===== config.mk =====
export PLATFORM = sky130hd
export DESIGN_NAME = riff_soundfont_list_splitter
export DESIGN_NICKNAME = d
export VERILOG_FILES = /design/src/rtl/rsls_pkg.sv /design/src/rtl/riff_soundfont_list_splitter.sv
export SDC_FILE = /design/constraint.sdc
export NUM_CORES = 1
export LEC_CHECK = 0
export BUFFER_PORTS_ARGS = -buffer_cell sky130_fd_sc_hd__buf_2
export CORE_UTILIZATION = 38
export CTS_BUF_LIST = sky130_fd_sc_hd__clkbuf_8 sky130_fd_sc_hd__clkbuf_16
export CTS_CLUSTER_DIAMETER = 100
export CTS_CLUSTER_SIZE = 25
export DETAILED_ROUTE_END_ITERATION = 8
export PLACE_DENSITY = 0.6
export SLEW_MARGIN = 20
export SYNTH_ARGS = -nofsm -noshare
export SYNTH_HDL_FRONTEND = slang
export SYNTH_SLANG_ARGS = --single-unit

===== constraint.sdc =====
create_clock -name clock -period 9.5 [get_ports clock]
set_clock_uncertainty 0.05 [all_clocks]
set_input_delay 0.95 -clock clock [delete_from_list [all_inputs] [get_ports clock]]
set_output_delay 0.95 -clock clock [all_outputs]
set_load 0.02 [all_outputs]

===== src/rtl/rsls_pkg.sv =====
// ============================================================================
// rsls_pkg
// Phase codes, error codes and tag words for the SoundFont RIFF list splitter.
// ============================================================================
package rsls_pkg;

   localparam int unsigned LEN_W   = 32;
   localparam int unsigned PHASE_W = 4;

   typedef logic [PHASE_W-1:0] phase_type;
   typedef logic [1:0]         err_type;
   typedef logic [1:0]         idx_type;
   typedef logic [LEN_W-1:0]   len_type;

   localparam phase_type PH_RIFF_ID   = 4'd0;
   localparam phase_type PH_RIFF_SIZE = 4'd1;
   localparam phase_type PH_FORM      = 4'd2;
   localparam phase_type PH_L1_ID     = 4'd3;
   localparam phase_type PH_L1_SIZE   = 4'd4;
   localparam phase_type PH_L1_DATA   = 4'd5;
   localparam phase_type PH_L2_ID     = 4'd6;
   localparam phase_type PH_L2_SIZE   = 4'd7;
   localparam phase_type PH_L2_DATA   = 4'd8;
   localparam phase_type PH_L3_ID     = 4'd9;
   localparam phase_type PH_L3_SIZE   = 4'd10;
   localparam phase_type PH_L3_DATA   = 4'd11;
   localparam phase_type PH_STOP      = 4'd12;

   localparam err_type ERR_NONE      = 2'd0;
   localparam err_type ERR_TOO_LARGE = 2'd1;
   localparam err_type ERR_TOO_SMALL = 2'd2;
   localparam err_type ERR_BROKEN    = 2'd3;

   localparam idx_type IDX_LAST = 2'd3;

   // tags packed little-endian: byte n of the tag sits at [8n +: 8]
   localparam logic [31:0] TAG_RIFF = 32'h4646_4952;
   localparam logic [31:0] TAG_SFBK = 32'h6B62_6673;
   localparam logic [31:0] TAG_LIST = 32'h5453_494C;

   function automatic logic [7:0] tag_byte(input logic [31:0] tag, input idx_type idx);
      tag_byte = tag[{idx, 3'b000} +: 8];
   endfunction

endpackage


===== src/rtl/riff_soundfont_list_splitter.sv =====
// ============================================================================
// riff_soundfont_list_splitter
// Parses a SoundFont RIFF stream one byte per word and tags each byte with
// the LIST chunk whose payload it belongs to.
// ============================================================================
//  channel | direction | handshake            | payload
//  req     | in        | req_valid/req_stall  | start_req, data_byte
//  rsp     | out       | rsp_valid/rsp_stall  | out_byte, section, error_code, stopped
//  csr     | in        | csr_valid/csr_ready  | csr_data (total length)
//
//  One word per cycle unless stalled; a result appears in the cycle after its word.
//  Parser state and the result register update in the same cycle.
//  Reset clears parser state and the total length; csr is always ready.
//  A stalled result holds in the result register; req_stall follows
//  rsp_stall only while that register is full.
// ============================================================================
module riff_soundfont_list_splitter
   import rsls_pkg::*;
(
   input  logic        clock,
   input  logic        reset,
   input  logic        req_valid,
   output logic        req_stall,
   input  logic        req_start_req,
   input  logic [7:0]  req_data_byte,
   output logic        rsp_valid,
   input  logic        rsp_stall,
   output logic [7:0]  rsp_out_byte,
   output logic [1:0]  rsp_section,
   output logic [1:0]  rsp_error_code,
   output logic        rsp_stopped,
   input  logic        csr_valid,
   output logic        csr_ready,
   input  logic [31:0] csr_data
);

   len_type   total_len_ff;
   phase_type phase_ff, phase_in;
   idx_type   idx_ff, idx_in;
   len_type   shift_ff, shift_in;
   len_type   buf_ff, buf_in;
   len_type   main_ff, main_in;
   len_type   pay_ff, pay_in;
   err_type   err_ff, err_in;

   logic       rsp_valid_ff;
   logic [7:0] byte_ff;
   logic [1:0] section_ff, section_in;
   err_type    err_out_ff;
   logic       stopped_ff;

   phase_type cur_phase;
   idx_type   cur_idx;
   len_type   cur_shift, cur_buf, cur_main, cur_pay;
   err_type   cur_err;
   len_type   buf_dec, main_dec, pay_dec, sh;
   logic [31:0] tag;
   logic [1:0]  list_k;
   phase_type   end_target;
   logic        accept;

   assign csr_ready = 1'b1;
   assign req_stall = rsp_valid_ff & rsp_stall;
   assign accept    = req_valid & ~req_stall;

   always_comb begin
      cur_phase = req_start_req ? PH_RIFF_ID : phase_ff;
      cur_idx   = req_start_req ? 2'd0 : idx_ff;
      cur_shift = req_start_req ? '0 : shift_ff;
      cur_buf   = req_start_req ? total_len_ff : buf_ff;
      cur_main  = req_start_req ? '0 : main_ff;
      cur_pay   = req_start_req ? '0 : pay_ff;
      cur_err   = req_start_req ? ERR_NONE : err_ff;

      buf_dec  = cur_buf - 1'b1;
      main_dec = cur_main - 1'b1;
      pay_dec  = (cur_pay != '0) ? cur_pay - 1'b1 : '0;
      sh       = {req_data_byte, cur_shift[31:8]};
      tag      = (cur_phase == PH_FORM) ? TAG_SFBK : TAG_LIST;

      case (cur_phase)
         PH_L1_ID, PH_L1_SIZE, PH_L1_DATA: begin
            list_k = 2'd1;
            end_target = PH_L2_ID;
         end
         PH_L2_ID, PH_L2_SIZE, PH_L2_DATA: begin
            list_k = 2'd2;
            end_target = PH_L3_ID;
         end
         default: begin
            list_k = 2'd3;
            end_target = PH_STOP;
         end
      endcase

      phase_in   = cur_phase;
      idx_in     = cur_idx;
      shift_in   = cur_shift;
      buf_in     = cur_buf;
      main_in    = cur_main;
      pay_in     = cur_pay;
      err_in     = cur_err;
      section_in = 2'd0;

      if (cur_phase < PH_STOP) begin
         if (cur_buf == '0) begin
            err_in   = ERR_BROKEN;
            phase_in = PH_STOP;
         end else begin
            buf_in = buf_dec;
            case (cur_phase)
               PH_RIFF_ID: begin
                  if (req_data_byte != tag_byte(TAG_RIFF, cur_idx)) begin
                     err_in   = ERR_BROKEN;
                     phase_in = PH_STOP;
                  end else if (cur_idx == IDX_LAST) begin
                     phase_in = PH_RIFF_SIZE;
                     idx_in   = 2'd0;
                     shift_in = '0;
                  end else begin
                     idx_in = cur_idx + 2'd1;
                     if (buf_dec == '0) begin
                        err_in   = ERR_BROKEN;
                        phase_in = PH_STOP;
                     end
                  end
               end
               PH_RIFF_SIZE: begin
                  shift_in = sh;
                  if (cur_idx == IDX_LAST) begin
                     idx_in = 2'd0;
                     if (sh < buf_dec) begin
                        err_in   = ERR_TOO_SMALL;
                        phase_in = PH_STOP;
                     end else begin
                        if (sh > buf_dec) err_in = ERR_TOO_LARGE;
                        main_in  = buf_dec;
                        phase_in = PH_FORM;
                        if (buf_dec == '0) begin
                           err_in   = ERR_BROKEN;
                           phase_in = PH_STOP;
                        end
                     end
                  end else begin
                     idx_in = cur_idx + 2'd1;
                     if (buf_dec == '0) begin
                        err_in   = ERR_BROKEN;
                        phase_in = PH_STOP;
                     end
                  end
               end
               PH_FORM, PH_L1_ID, PH_L2_ID, PH_L3_ID: begin
                  main_in = main_dec;
                  if (req_data_byte != tag_byte(tag, cur_idx)) begin
                     err_in   = ERR_BROKEN;
                     phase_in = PH_STOP;
                  end else begin
                     if (cur_idx == IDX_LAST) begin
                        phase_in = cur_phase + 4'd1;
                        idx_in   = 2'd0;
                        shift_in = '0;
                     end else begin
                        idx_in = cur_idx + 2'd1;
                     end
                     if (main_dec == '0) begin
                        err_in   = ERR_BROKEN;
                        phase_in = PH_STOP;
                     end
                  end
               end
               PH_L1_SIZE, PH_L2_SIZE, PH_L3_SIZE: begin
                  main_in  = main_dec;
                  shift_in = sh;
                  if (cur_idx == IDX_LAST) begin
                     idx_in = 2'd0;
                     if (main_dec < sh) begin
                        err_in   = ERR_BROKEN;
                        phase_in = PH_STOP;
                     end else begin
                        pay_in   = sh;
                        phase_in = cur_phase + 4'd1;
                        if (sh == '0) begin
                           phase_in = end_target;
                           if (list_k != 2'd3 && main_dec == '0) begin
                              err_in   = ERR_BROKEN;
                              phase_in = PH_STOP;
                           end
                        end
                     end
                  end else begin
                     idx_in = cur_idx + 2'd1;
                     if (main_dec == '0) begin
                        err_in   = ERR_BROKEN;
                        phase_in = PH_STOP;
                     end
                  end
               end
               default: begin
                  main_in    = main_dec;
                  section_in = list_k;
                  pay_in     = pay_dec;
                  if (pay_dec == '0) begin
                     phase_in = end_target;
                     idx_in   = 2'd0;
                     if (list_k != 2'd3 && main_dec == '0) begin
                        err_in   = ERR_BROKEN;
                        phase_in = PH_STOP;
                     end
                  end
               end
            endcase
         end
      end
   end

   always_ff @(posedge clock) begin
      if (reset) begin
         total_len_ff <= '0;
         phase_ff     <= PH_RIFF_ID;
         idx_ff       <= 2'd0;
         shift_ff     <= '0;
         buf_ff       <= '0;
         main_ff      <= '0;
         pay_ff       <= '0;
         err_ff       <= ERR_NONE;
         rsp_valid_ff <= 1'b0;
      end else begin
         if (csr_valid && csr_ready) total_len_ff <= csr_data;
         if (accept) begin
            phase_ff <= phase_in;
            idx_ff   <= idx_in;
            shift_ff <= shift_in;
            buf_ff   <= buf_in;
            main_ff  <= main_in;
            pay_ff   <= pay_in;
            err_ff   <= err_in;
         end
         if (accept) begin
            rsp_valid_ff <= 1'b1;
         end else if (!rsp_stall) begin
            rsp_valid_ff <= 1'b0;
         end
      end
   end

   always_ff @(posedge clock) begin
      if (accept) begin
         byte_ff    <= req_data_byte;
         section_ff <= section_in;
         err_out_ff <= err_in;
         stopped_ff <= (phase_in >= PH_STOP);
      end
   end

   assign rsp_valid      = rsp_valid_ff;
   assign rsp_out_byte   = byte_ff;
   assign rsp_section    = section_ff;
   assign rsp_error_code = err_out_ff;
   assign rsp_stopped    = stopped_ff;

endmodule


Yosys cells after proc, flatten, opt, wreduce, memory -nomap -nowiden
Index checks and enable logic that the tools add are counted.

Input port bits: 46. Bits in registers: 182. Output and inout port bits: 16. Word-level logic and storage cells: 132.

Shift operators: 2. Reductions and logical operators: 15. Eq/ne operators: 15. Magnitude comparators: 5. Bitwise logic cells: 4. Multiplexer cells: 73. $add $sub $neg: 5.

Operators by type and width (count): 2-to-1 mux 32 bit (20); zero test 32 bit (5); case mux 32 bit (2 select lines) (2); case mux 32 bit (3 select lines) (1); subtractor 32 x 1 -> 32 bit (second input constant) (3); 2-to-1 mux 4 bit (18); less-than comparator 32 bit (2); 2-to-1 mux 2 bit (24); greater-than comparator 32 bit (1); nonzero test 32 bit (1); indexed part select 32 x 6 -> 8 bit (1); indexed part select 32 x 6 -> 8 bit (first input constant) (1); 2-to-1 mux 30 bit (1); equality test 4 x 3 -> 1 bit (second input constant) (4); != test 8 bit (2); case mux 4 bit (4 select lines) (1); equality test 4 bit (second input constant) (3); OR reduction 11 bit (1); OR reduction 3 bit (3); equality test 4 x 2 -> 1 bit (second input constant) (2); case mux 2 bit (4 select lines) (1); case mux 4 bit (2 select lines) (1); OR reduction 4 bit (2); case mux 2 bit (3 select lines) (1); 15 further kinds (18).

Longest topological paths before layout
Gate-level depths: netlist of the first run.

Word-level depth: 14. Gate-level depth with buffers: 32. Depth with buffers taken out: 20.

Worst setup path before layout of the first run
No wires, ideal clock.

Path kind: input to register. Start: in req_start_req. End: reg main_ff[8]. Arrival: 7.245 ns. Stages: 29. Slack: 2.077 ns. Buffers on the path: 13. Library setup time: 0.128 ns. Data required time: 9.322 ns. Path through: buf_6 buf_6 buf_6 buf_6 buf_4 buf_2 buf_4 buf_2 buf_2 buf_1 buf_2 mux2i_1 ha_1 o211ai_1 nor4_1 a31oi_1 or2_2 ha_1 nand4_1 or3_1 or3_1 a21oi_1 o21ai_1 clkbuf_1 clkbuf_1 a211oi_1 nor3_1 a21oi_1 nor2_1.

Word-level cells in the longest chain between the ends: 8. Elaborated cells between the ends (all ways): 18. Those cells by class: 2 x add/sub; 2 x order compare; 2 x eq/ne; 10 x mux; 2 x reduce/logical.

RTL lines: start: declaration (line riff_soundfont_list_splitter.sv:24) `input logic req_start_req,`; 2-to-1 mux 32 bit (line riff_soundfont_list_splitter.sv:70) `cur_buf = req_start_req ? total_len_ff : buf_ff;`; subtractor 32 x 1 -> 32 bit (line riff_soundfont_list_splitter.sv:75) `buf_dec = cur_buf - 1'b1;`; less-than comparator 32 bit (line riff_soundfont_list_splitter.sv:132) `if (sh < buf_dec) begin`; 2-to-1 mux 32 bit (line riff_soundfont_list_splitter.sv:132); 2-to-1 mux 32 bit (line riff_soundfont_list_splitter.sv:130) `if (cur_idx == IDX_LAST) begin`; case mux 32 bit (2 select lines) (line riff_soundfont_list_splitter.sv:111) `case (cur_phase)`; 2-to-1 mux 32 bit (line riff_soundfont_list_splitter.sv:106) `if (cur_buf == '0) begin`; 2-to-1 mux 32 bit * (line riff_soundfont_list_splitter.sv:105) `if (cur_phase < PH_STOP) begin`; end signal: assignment (line riff_soundfont_list_splitter.sv:234) `main_ff <= main_in;`; end: declaration (line riff_soundfont_list_splitter.sv:42) `len_type main_ff, main_in;`.

Mark *: on every way between the ends. The rest lies on a longest branch, timed or not. A chain may end at the register's enable or synchronous reset.

Worst setup path in the final report of the first run
Start: in req_start_req. End: reg pay_ff[5].

Word-level cells in the longest chain between the ends: 8. Elaborated cells between the ends (all ways): 30. Those cells by class: 2 x add/sub; 2 x order compare; 9 x eq/ne; 12 x mux; 5 x reduce/logical.

RTL lines: 2-to-1 mux 32 bit (line riff_soundfont_list_splitter.sv:71) `cur_main = req_start_req ? '0 : main_ff;`; subtractor 32 x 1 -> 32 bit (line riff_soundfont_list_splitter.sv:76) `main_dec = cur_main - 1'b1;`; less-than comparator 32 bit (line riff_soundfont_list_splitter.sv:176) `if (main_dec < sh) begin`; 2-to-1 mux 32 bit (line riff_soundfont_list_splitter.sv:176); 2-to-1 mux 32 bit (line riff_soundfont_list_splitter.sv:174) `if (cur_idx == IDX_LAST) begin`; case mux 32 bit (2 select lines) (line riff_soundfont_list_splitter.sv:111); 2-to-1 mux 32 bit (line riff_soundfont_list_splitter.sv:106); 2-to-1 mux 32 bit * (line riff_soundfont_list_splitter.sv:105); end signal: assignment (line riff_soundfont_list_splitter.sv:235) `pay_ff <= pay_in;`; end: declaration (line riff_soundfont_list_splitter.sv:43) `len_type pay_ff, pay_in;`.

Marked as above.

==> results of run 1 <==
-- metrics by stage --
step / setup WS [ps] / power [µW] / utilization, % / cell area (µm²)
2_1_floorplan: 2077 / 1724 / - / 15390
3_3_place_gp: 2456 / 2077 / 40.24 / 16030
3_5_place_dp: 2241 / 2089 / 40.27 / 16040
4_1_cts: 2759 / 2862 / 41.83 / 16660
5_1_grt: 2264 / 3036 / 41.83 / 16660
6_report: 2573 / 2881 / 41.83 / 16660
-- cell families (layout without fill, tap and decap cells) --
logic type / after synthesis / in the layout / synth area share [%]
AND/OR/NAND/NOR: 868 / 868 / 28.61
other: 1 / 1 / 0.02437
adder cells (fa/ha/maj): 82 / 82 / 6.668
buffers and inverters: 231 / 213 / 6.367
XOR/XNOR: 61 / 61 / 3.472
AO/OA/AOI/OAI: 596 / 596 / 25.40
flip-flops: 174 / 174 / 23.49
multiplexers: 90 / 90 / 5.969
-- per-layer routing --
| layer | track usage [%] | vias to the layer above | wire [µm] |
|---|---|---|---|
| li1 | - | 7719 | - |
| met1 | 39.66 | 7978 | 26370 |
| met2 | 47.27 | 829 | 27820 |
| met3 | 4.458 | 162 | 4694 |
| met4 | 14.98 | 0 | 2849 |
| met5 | 0 | - | 0 |
-- worst max-delay path by stage --
stage | start | endpoint | slack (ps) | cells after the start
after floorplan | req_start_req | main_ff[8]$_SDFFE_PP0P_ | 2080 | 29
after global placement | req_start_req | pay_ff[5]$_SDFFE_PP0P_ | 2460 | 22
after detailed placement | req_start_req | pay_ff[5]$_SDFFE_PP0P_ | 2240 | 22
after CTS | req_start_req | pay_ff[5]$_SDFFE_PP0P_ | 2760 | 22
after global routing | req_start_req | pay_ff[5]$_SDFFE_PP0P_ | 2260 | 22
final | req_start_req | pay_ff[5]$_SDFFE_PP0P_ | 2570 | 22
-- area by class of cell --
| class | instances | share of cell area, % |
|---|---|---|
| clock buffer | 18 | 2.637 |
| clock inverter | 14 | 1.089 |
| inverter | 80 | 1.810 |
| multi-input combinational | 1698 | 65.12 |
| sequential | 174 | 21.69 |
| tap | 525 | 3.944 |
| timing repair buffer | 101 | 3.703 |
-- registers in the layout (all words and copies together) (netlist names) --
signal and count:
idx_ff 2, total_len_ff 32, rsp_out_byte 8, rsp_valid 1, main_ff 32, phase_ff 4
rsp_error_code 2, buf_ff 32, pay_ff 32, rsp_section 2, rsp_stopped 1, shift_ff 24
err_ff 2
-- cell usage in the layout, fill, tap and decap left out, drive strengths merged, types with 28 or more instances in the layout --
cell | Yosys | final
mux2i | 82 | 82
inv | 80 | 85
nor4 | 48 | 48
xnor2 | 37 | 37
nor2b | 36 | 36
a21oi | 140 | 140
o211ai | 28 | 28
or3 | 28 | 28
a22oi | 57 | 57
ha | 82 | 82
a31oi | 42 | 42
o21ai | 130 | 130
dfxtp | 161 | 161
nor3 | 98 | 98
buf | 51 | 101
nand4 | 37 | 37
a211oi | 30 | 30
nor2 | 258 | 258
nand2 | 186 | 186
nand3 | 52 | 52
-- worst max-delay path, delay by kind of cell --
family | cells | cell delay, ps
AOI/OAI and AO/OA | 4 | 1170
adders and majority gates | 2 | 650
buffers and inverters | 6 | 1790
and+or+nand+nor | 10 | 2630
-- power breakdown --
group          switching (µW)  internal, µW
combinational             807           439
sequential               75.9           789
clock                     345           426
total                    1230          1650
==> summary.txt, run 1 <==
Outcome
  • Outcome: finished clean

Clock network
  • H-tree levels: 4
  • CTS root buffer: clkbuf_16
  • Post-CTS setup buffers: 0
  • Clk sink count: 174
  • # resized after CTS: 0
  • Longest Clk Path Bufs: 2
  • TritonCTS Buffers: 17
  • Hold Buf Count CTS: 0
  • Clk pin slew, worst setup/hold paths: 70 ps
  • Later-pin clock latency in the skew report: 480 ps
  • CTS tree: built

Yosys
  • Top cells by count, synth: nor2_1 (258), nand2_1 (186), dfxtp_1 (161), a21oi_1 (139), o21ai_0 (121)
  • Top_reg_cell synth: dfxtp_1
  • Cells after Synth: 2103
  • Top-count cell post-synth: nor2_1
  • Post-synthesis cell type count: 93
  • Leading area contributor after synthesis: dfxtp_1
  • Most area-consuming cells after synthesis: dfxtp_1 (21%), ha_1 (6.7%), nor2_1 (6.3%)
  • YS warnings: 0
  • Top cell type's share of synthesized area: 20.95%
  • Register area share after synthesis: 23.49%
  • Post-Syn Area: 0.01539 mm²
  • EDFF count, synth: 13
  • #FFs+latches synth: 174
  • Avg Cell Area, Syn: 7.316 µm²
  • Net Count, Synth: 2231
  • FFs w/ async S/R, synth: 0%

Pwr
  • Max VDD drop: 0.1421 mV
  • P per Cell Area: 173.0 mW/mm²
  • P_leak: 0.006417 µW

Critical path
  • Worst EP required: 9810 ps
  • CP Max Fanout: 83
  • Critical Path Max Stage Delay: 550 ps
  • Endpoint type of the worst setup path: flop
  • Crit path DAT: 7230 ps
  • Setup crit start kind: primary input
  • WS Path Type: primary input to flop
  • Worst-path cell chain: buf_6 -> clkinv_2 -> nand2_1 -> ha_1 -> nor4b_2 -> buf_4 -> nand4_1 -> or4_1 -> nand3_1 -> inv_1 -> ha_1 -> nand4_1 -> or3_1 -> nor4_1 -> a2111oi_4 -> buf_4 -> nand2b_1 -> buf_4 -> a211oi_1 -> o21ai_0 -> a221oi_1 -> nor2_1
  • RR Endpoint: pay_ff[5]$_SDFFE_PP0P_
  • Reg2reg path depth: 21
  • Most common cell on crit path: buf_4
  • R2r startpoint: main_ff[0]$_SDFFE_PP0P_
  • Flop2flop setup slack: 3310 ps
  • Critical path's slowest cell: a211oi_1

STA
  • Achievable Freq: 144.4 MHz
  • Setup TNS: 0 ps
  • Slew HR: 28.36%
  • Period minus WS final: 6927 ps
  • RSZ-0062 raised after global routing: false
  • Number of setup violations in the final report: 0
  • Hold_ws: 433.8 ps
  • Final Hold Vio Count: 0
  • Fin. max-slew vios: 0
  • Worst Tran Pin Value: 1067 ps
  • Crit share post-route: 72.92%

Detailed routing
  • Final WL: 61740 µm
  • Via density per instance: 6.394
  • DR iter-0 viols: 1590
  • TritonRoute pass-1 iters: 5
  • Vias: 16690
  • Final ANT Viol Nets: 0
  • DRC Markers: 0
  • Routed len/inst: 23.65 µm

Hold path
  • Hold EP: buf_ff[28]$_SDFFE_PP0P_
  • Hold crit path type: flop to flop
  • Worst Hold Launch: buf_ff[28]$_SDFFE_PP0P_
  • Hold Crit Depth: 2

Die
  • Core area: 0.03982 mm²
  • Io pins: 62
  • Die width: 203.2 µm
  • Die height: 203.2 µm
  • Site Rows: 73
  • Initial core utilization: 38.64%
  • Die area: 0.04130 mm²

Run
  • Max cap viols: 0

Place
  • Final HPWL DP: 44800 µm
  • RePlAce Congestion: 0.9786
  • IO buf count: 60
  • Placed cell count: 2578

Global routing
  • Number of global-route vias before repair: 15720
  • Initial antenna violation count: 1
  • Global Route Usage Sum: 29.95%
  • Grt ovf: 0
  • Largest net degree at the start of global routing: 91
  • Global-route wire length before repair: 95730 µm

Final layout
  • Seq. cell area: 0.003613 mm²
  • Fillers: 4170
  • Number of diodes: 0
  • Non-filler cells, final: 2610
  • Multi-input gate area: 0.01085 mm²
  • Area Growth Syn to Fin: 8.262%
  • Layout net count: 2200
  • Proportion of layout cells with a drive suffix above 1: 9.688%
Power figures use the tool's default switching activity.
==> run 2: changes to the inputs <==
==> constraint.sdc (replaced) <==
create_clock -name clock -period 6.9 [get_ports clock]
set_clock_uncertainty 0.05 [all_clocks]
set_input_delay 0.69 -clock clock [delete_from_list [all_inputs] [get_ports clock]]
set_output_delay 0.69 -clock clock [all_outputs]
set_load 0.02 [all_outputs]
==> summary.txt, run 2 (synthesis results as in run 1) <==
Pwr
  • P per Cell Area: 231.7 mW/mm²
  • Max VDD drop: 0.1849 mV
  • P_leak: 0.006497 µW

Hold path
  • Hold crit path type: primary input to flop
  • Worst Hold Launch: req_valid

Die
  • Site Rows: 73
  • Initial core utilization: 38.64%
  • Core area: 0.03982 mm²
  • Die area: 0.04130 mm²
  • Die width: 203.2 µm
  • Die height: 203.2 µm
  • Io pins: 62

Detailed routing
  • Final ANT Viol Nets: 0
  • Met1 WL: 26200 µm
  • Final WL: 61510 µm
  • DR WL met3: 4602 µm
  • DRC Markers: 0
  • Routed len/inst: 23.41 µm
  • DR iter-0 viols: 1763
  • Highest Signal Layer: met4
  • Via density per instance: 6.345
  • Routed wl met2: 27720 µm
  • Vias: 16670
  • TritonRoute pass-1 iters: 8

STA
  • Number of setup violations in the final report: 0
  • RSZ-0062 raised after global routing: false
  • Achievable Freq: 165.8 MHz
  • Period minus WS final: 6033 ps
  • Setup TNS: 0 ps
  • Crit share post-route: 87.44%
  • Fin. max-slew vios: 0
  • Worst Tran Pin Value: 1117 ps
  • Hold_ws: 395.2 ps
  • Final Hold Vio Count: 0
  • Slew HR: 25.05%

Final layout
  • Area Growth Syn to Fin: 8.848%
  • Layout net count: 2217
  • Fillers: 4242
  • Multi-input gate area: 0.01085 mm²
  • Proportion of layout cells with a drive suffix above 1: 10.28%
  • Most frequent cells in the layout: nor2_1 (256), nand2_1 (185), dfxtp_1 (161), a21oi_1 (138), o21ai_0 (120)
  • Seq. cell area: 0.003613 mm²
  • Non-filler cells, final: 2627
  • Number of diodes: 0
  • Most common cell after layout, fill and taps aside: nor2_1

Critical path
  • Setup crit start kind: primary input
  • Bufs and invs on worst path: 4
  • Critical path's slowest cell: buf_4
  • Most common cell on crit path: or3_1
  • CP Max Fanout: 58
  • CP delay by family, top: simple AND/OR/NAND/NOR gates
  • Endpoint type of the worst setup path: flop
  • R2r startpoint: main_ff[8]$_SDFFE_PP0P_
  • Critical path origin: req_start_req
  • Crit path DAT: 6390 ps
  • WS Path Type: primary input to flop
  • Worst EP required: 7260 ps
  • Worst-path cell chain: buf_6 -> buf_4 -> nor4b_2 -> o21ai_1 -> nor4_4 -> nand3_1 -> xor2_1 -> inv_1 -> ha_1 -> nand4_1 -> or3_1 -> or3_1 -> a21oi_1 -> o21ai_4 -> buf_12 -> o311a_1 -> a31oi_1 -> o22ai_1 -> nor2_1
  • Critical Path Max Stage Delay: 640 ps

Clock network
  • Clk pin slew, worst setup/hold paths: 70 ps
  • Clk sink count: 174
  • H-tree levels: 4
  • TritonCTS Buffers: 17
  • Longest Clk Path Bufs: 2
  • Later-pin clock latency in the skew report: 480 ps
  • # resized after CTS: 0
  • Post-CTS setup buffers: 0
  • CTS tree: built
  • CTS root buffer: clkbuf_16
  • Hold Buf Count CTS: 0

Global routing
  • Global-route wire length before repair: 94810 µm
  • Grt ovf: 0
  • Number of global-route vias before repair: 15590
  • Global Route Usage Sum: 29.83%
  • Initial antenna violation count: 0
  • Largest net degree at the start of global routing: 101

Place
  • RePlAce Congestion: 1.013
  • IO buf count: 60
  • Placed cell count: 2595
  • Final HPWL DP: 44610 µm

Outcome
  • Outcome: finished clean

Run
  • Max cap viols: 0
run 2: worst paths after layout:
| path | endpoint | slack, ps | cells past startpoint |
|---|---|---|---|
| worst max-delay path | main_ff[12]$_SDFFE_PP0P_ | 870 | 19 |
| worst min-delay path | rsp_valid$_SDFFE_PP0P_ | 400 | 2 |
| worst max register to register | pay_ff[18]$_SDFFE_PP0P_ | 1020 | 17 |
| worst min register to register | buf_ff[12]$_SDFFE_PP0P_ | 420 | 2 |
run 2: final cells by class:
type	instances	area share [%]
Clock buffer	17	2.540
Clock inverter	15	0.7546
Inverter	80	1.801
Multi-Input combinational cell	1698	64.81
Sequential cell	174	21.58
Tap cell	525	3.922
Timing Repair Buffer	118	4.595
run 2: where the power goes:
group	internal, µW	switching (µW)	total (µW)	leakage [µW]
sequential	1090	105	1190	0.00144
combinational	624	1110	1730	0.00477
clock	496	458	954	0.000284
run 2: layer usage:
metal,vias up,track usage [%]
li1,7767,-
met1,7987,39.53
met2,755,46.79
met3,160,4.698
met4,0,14.98
met5,-,0
run 2: stage by stage:
stage	utilization, %	cell area [µm²]	setup slack [ps]	power (µW)
after detailed placement	40.67	16200	496.1	2896
after global routing	42.05	16750	632.7	4091
after global placement	40.66	16190	535.8	2883
after CTS	42.05	16750	1011	3855
final	42.05	16750	866.8	3880
after floorplan	-	15390	62.52	2375
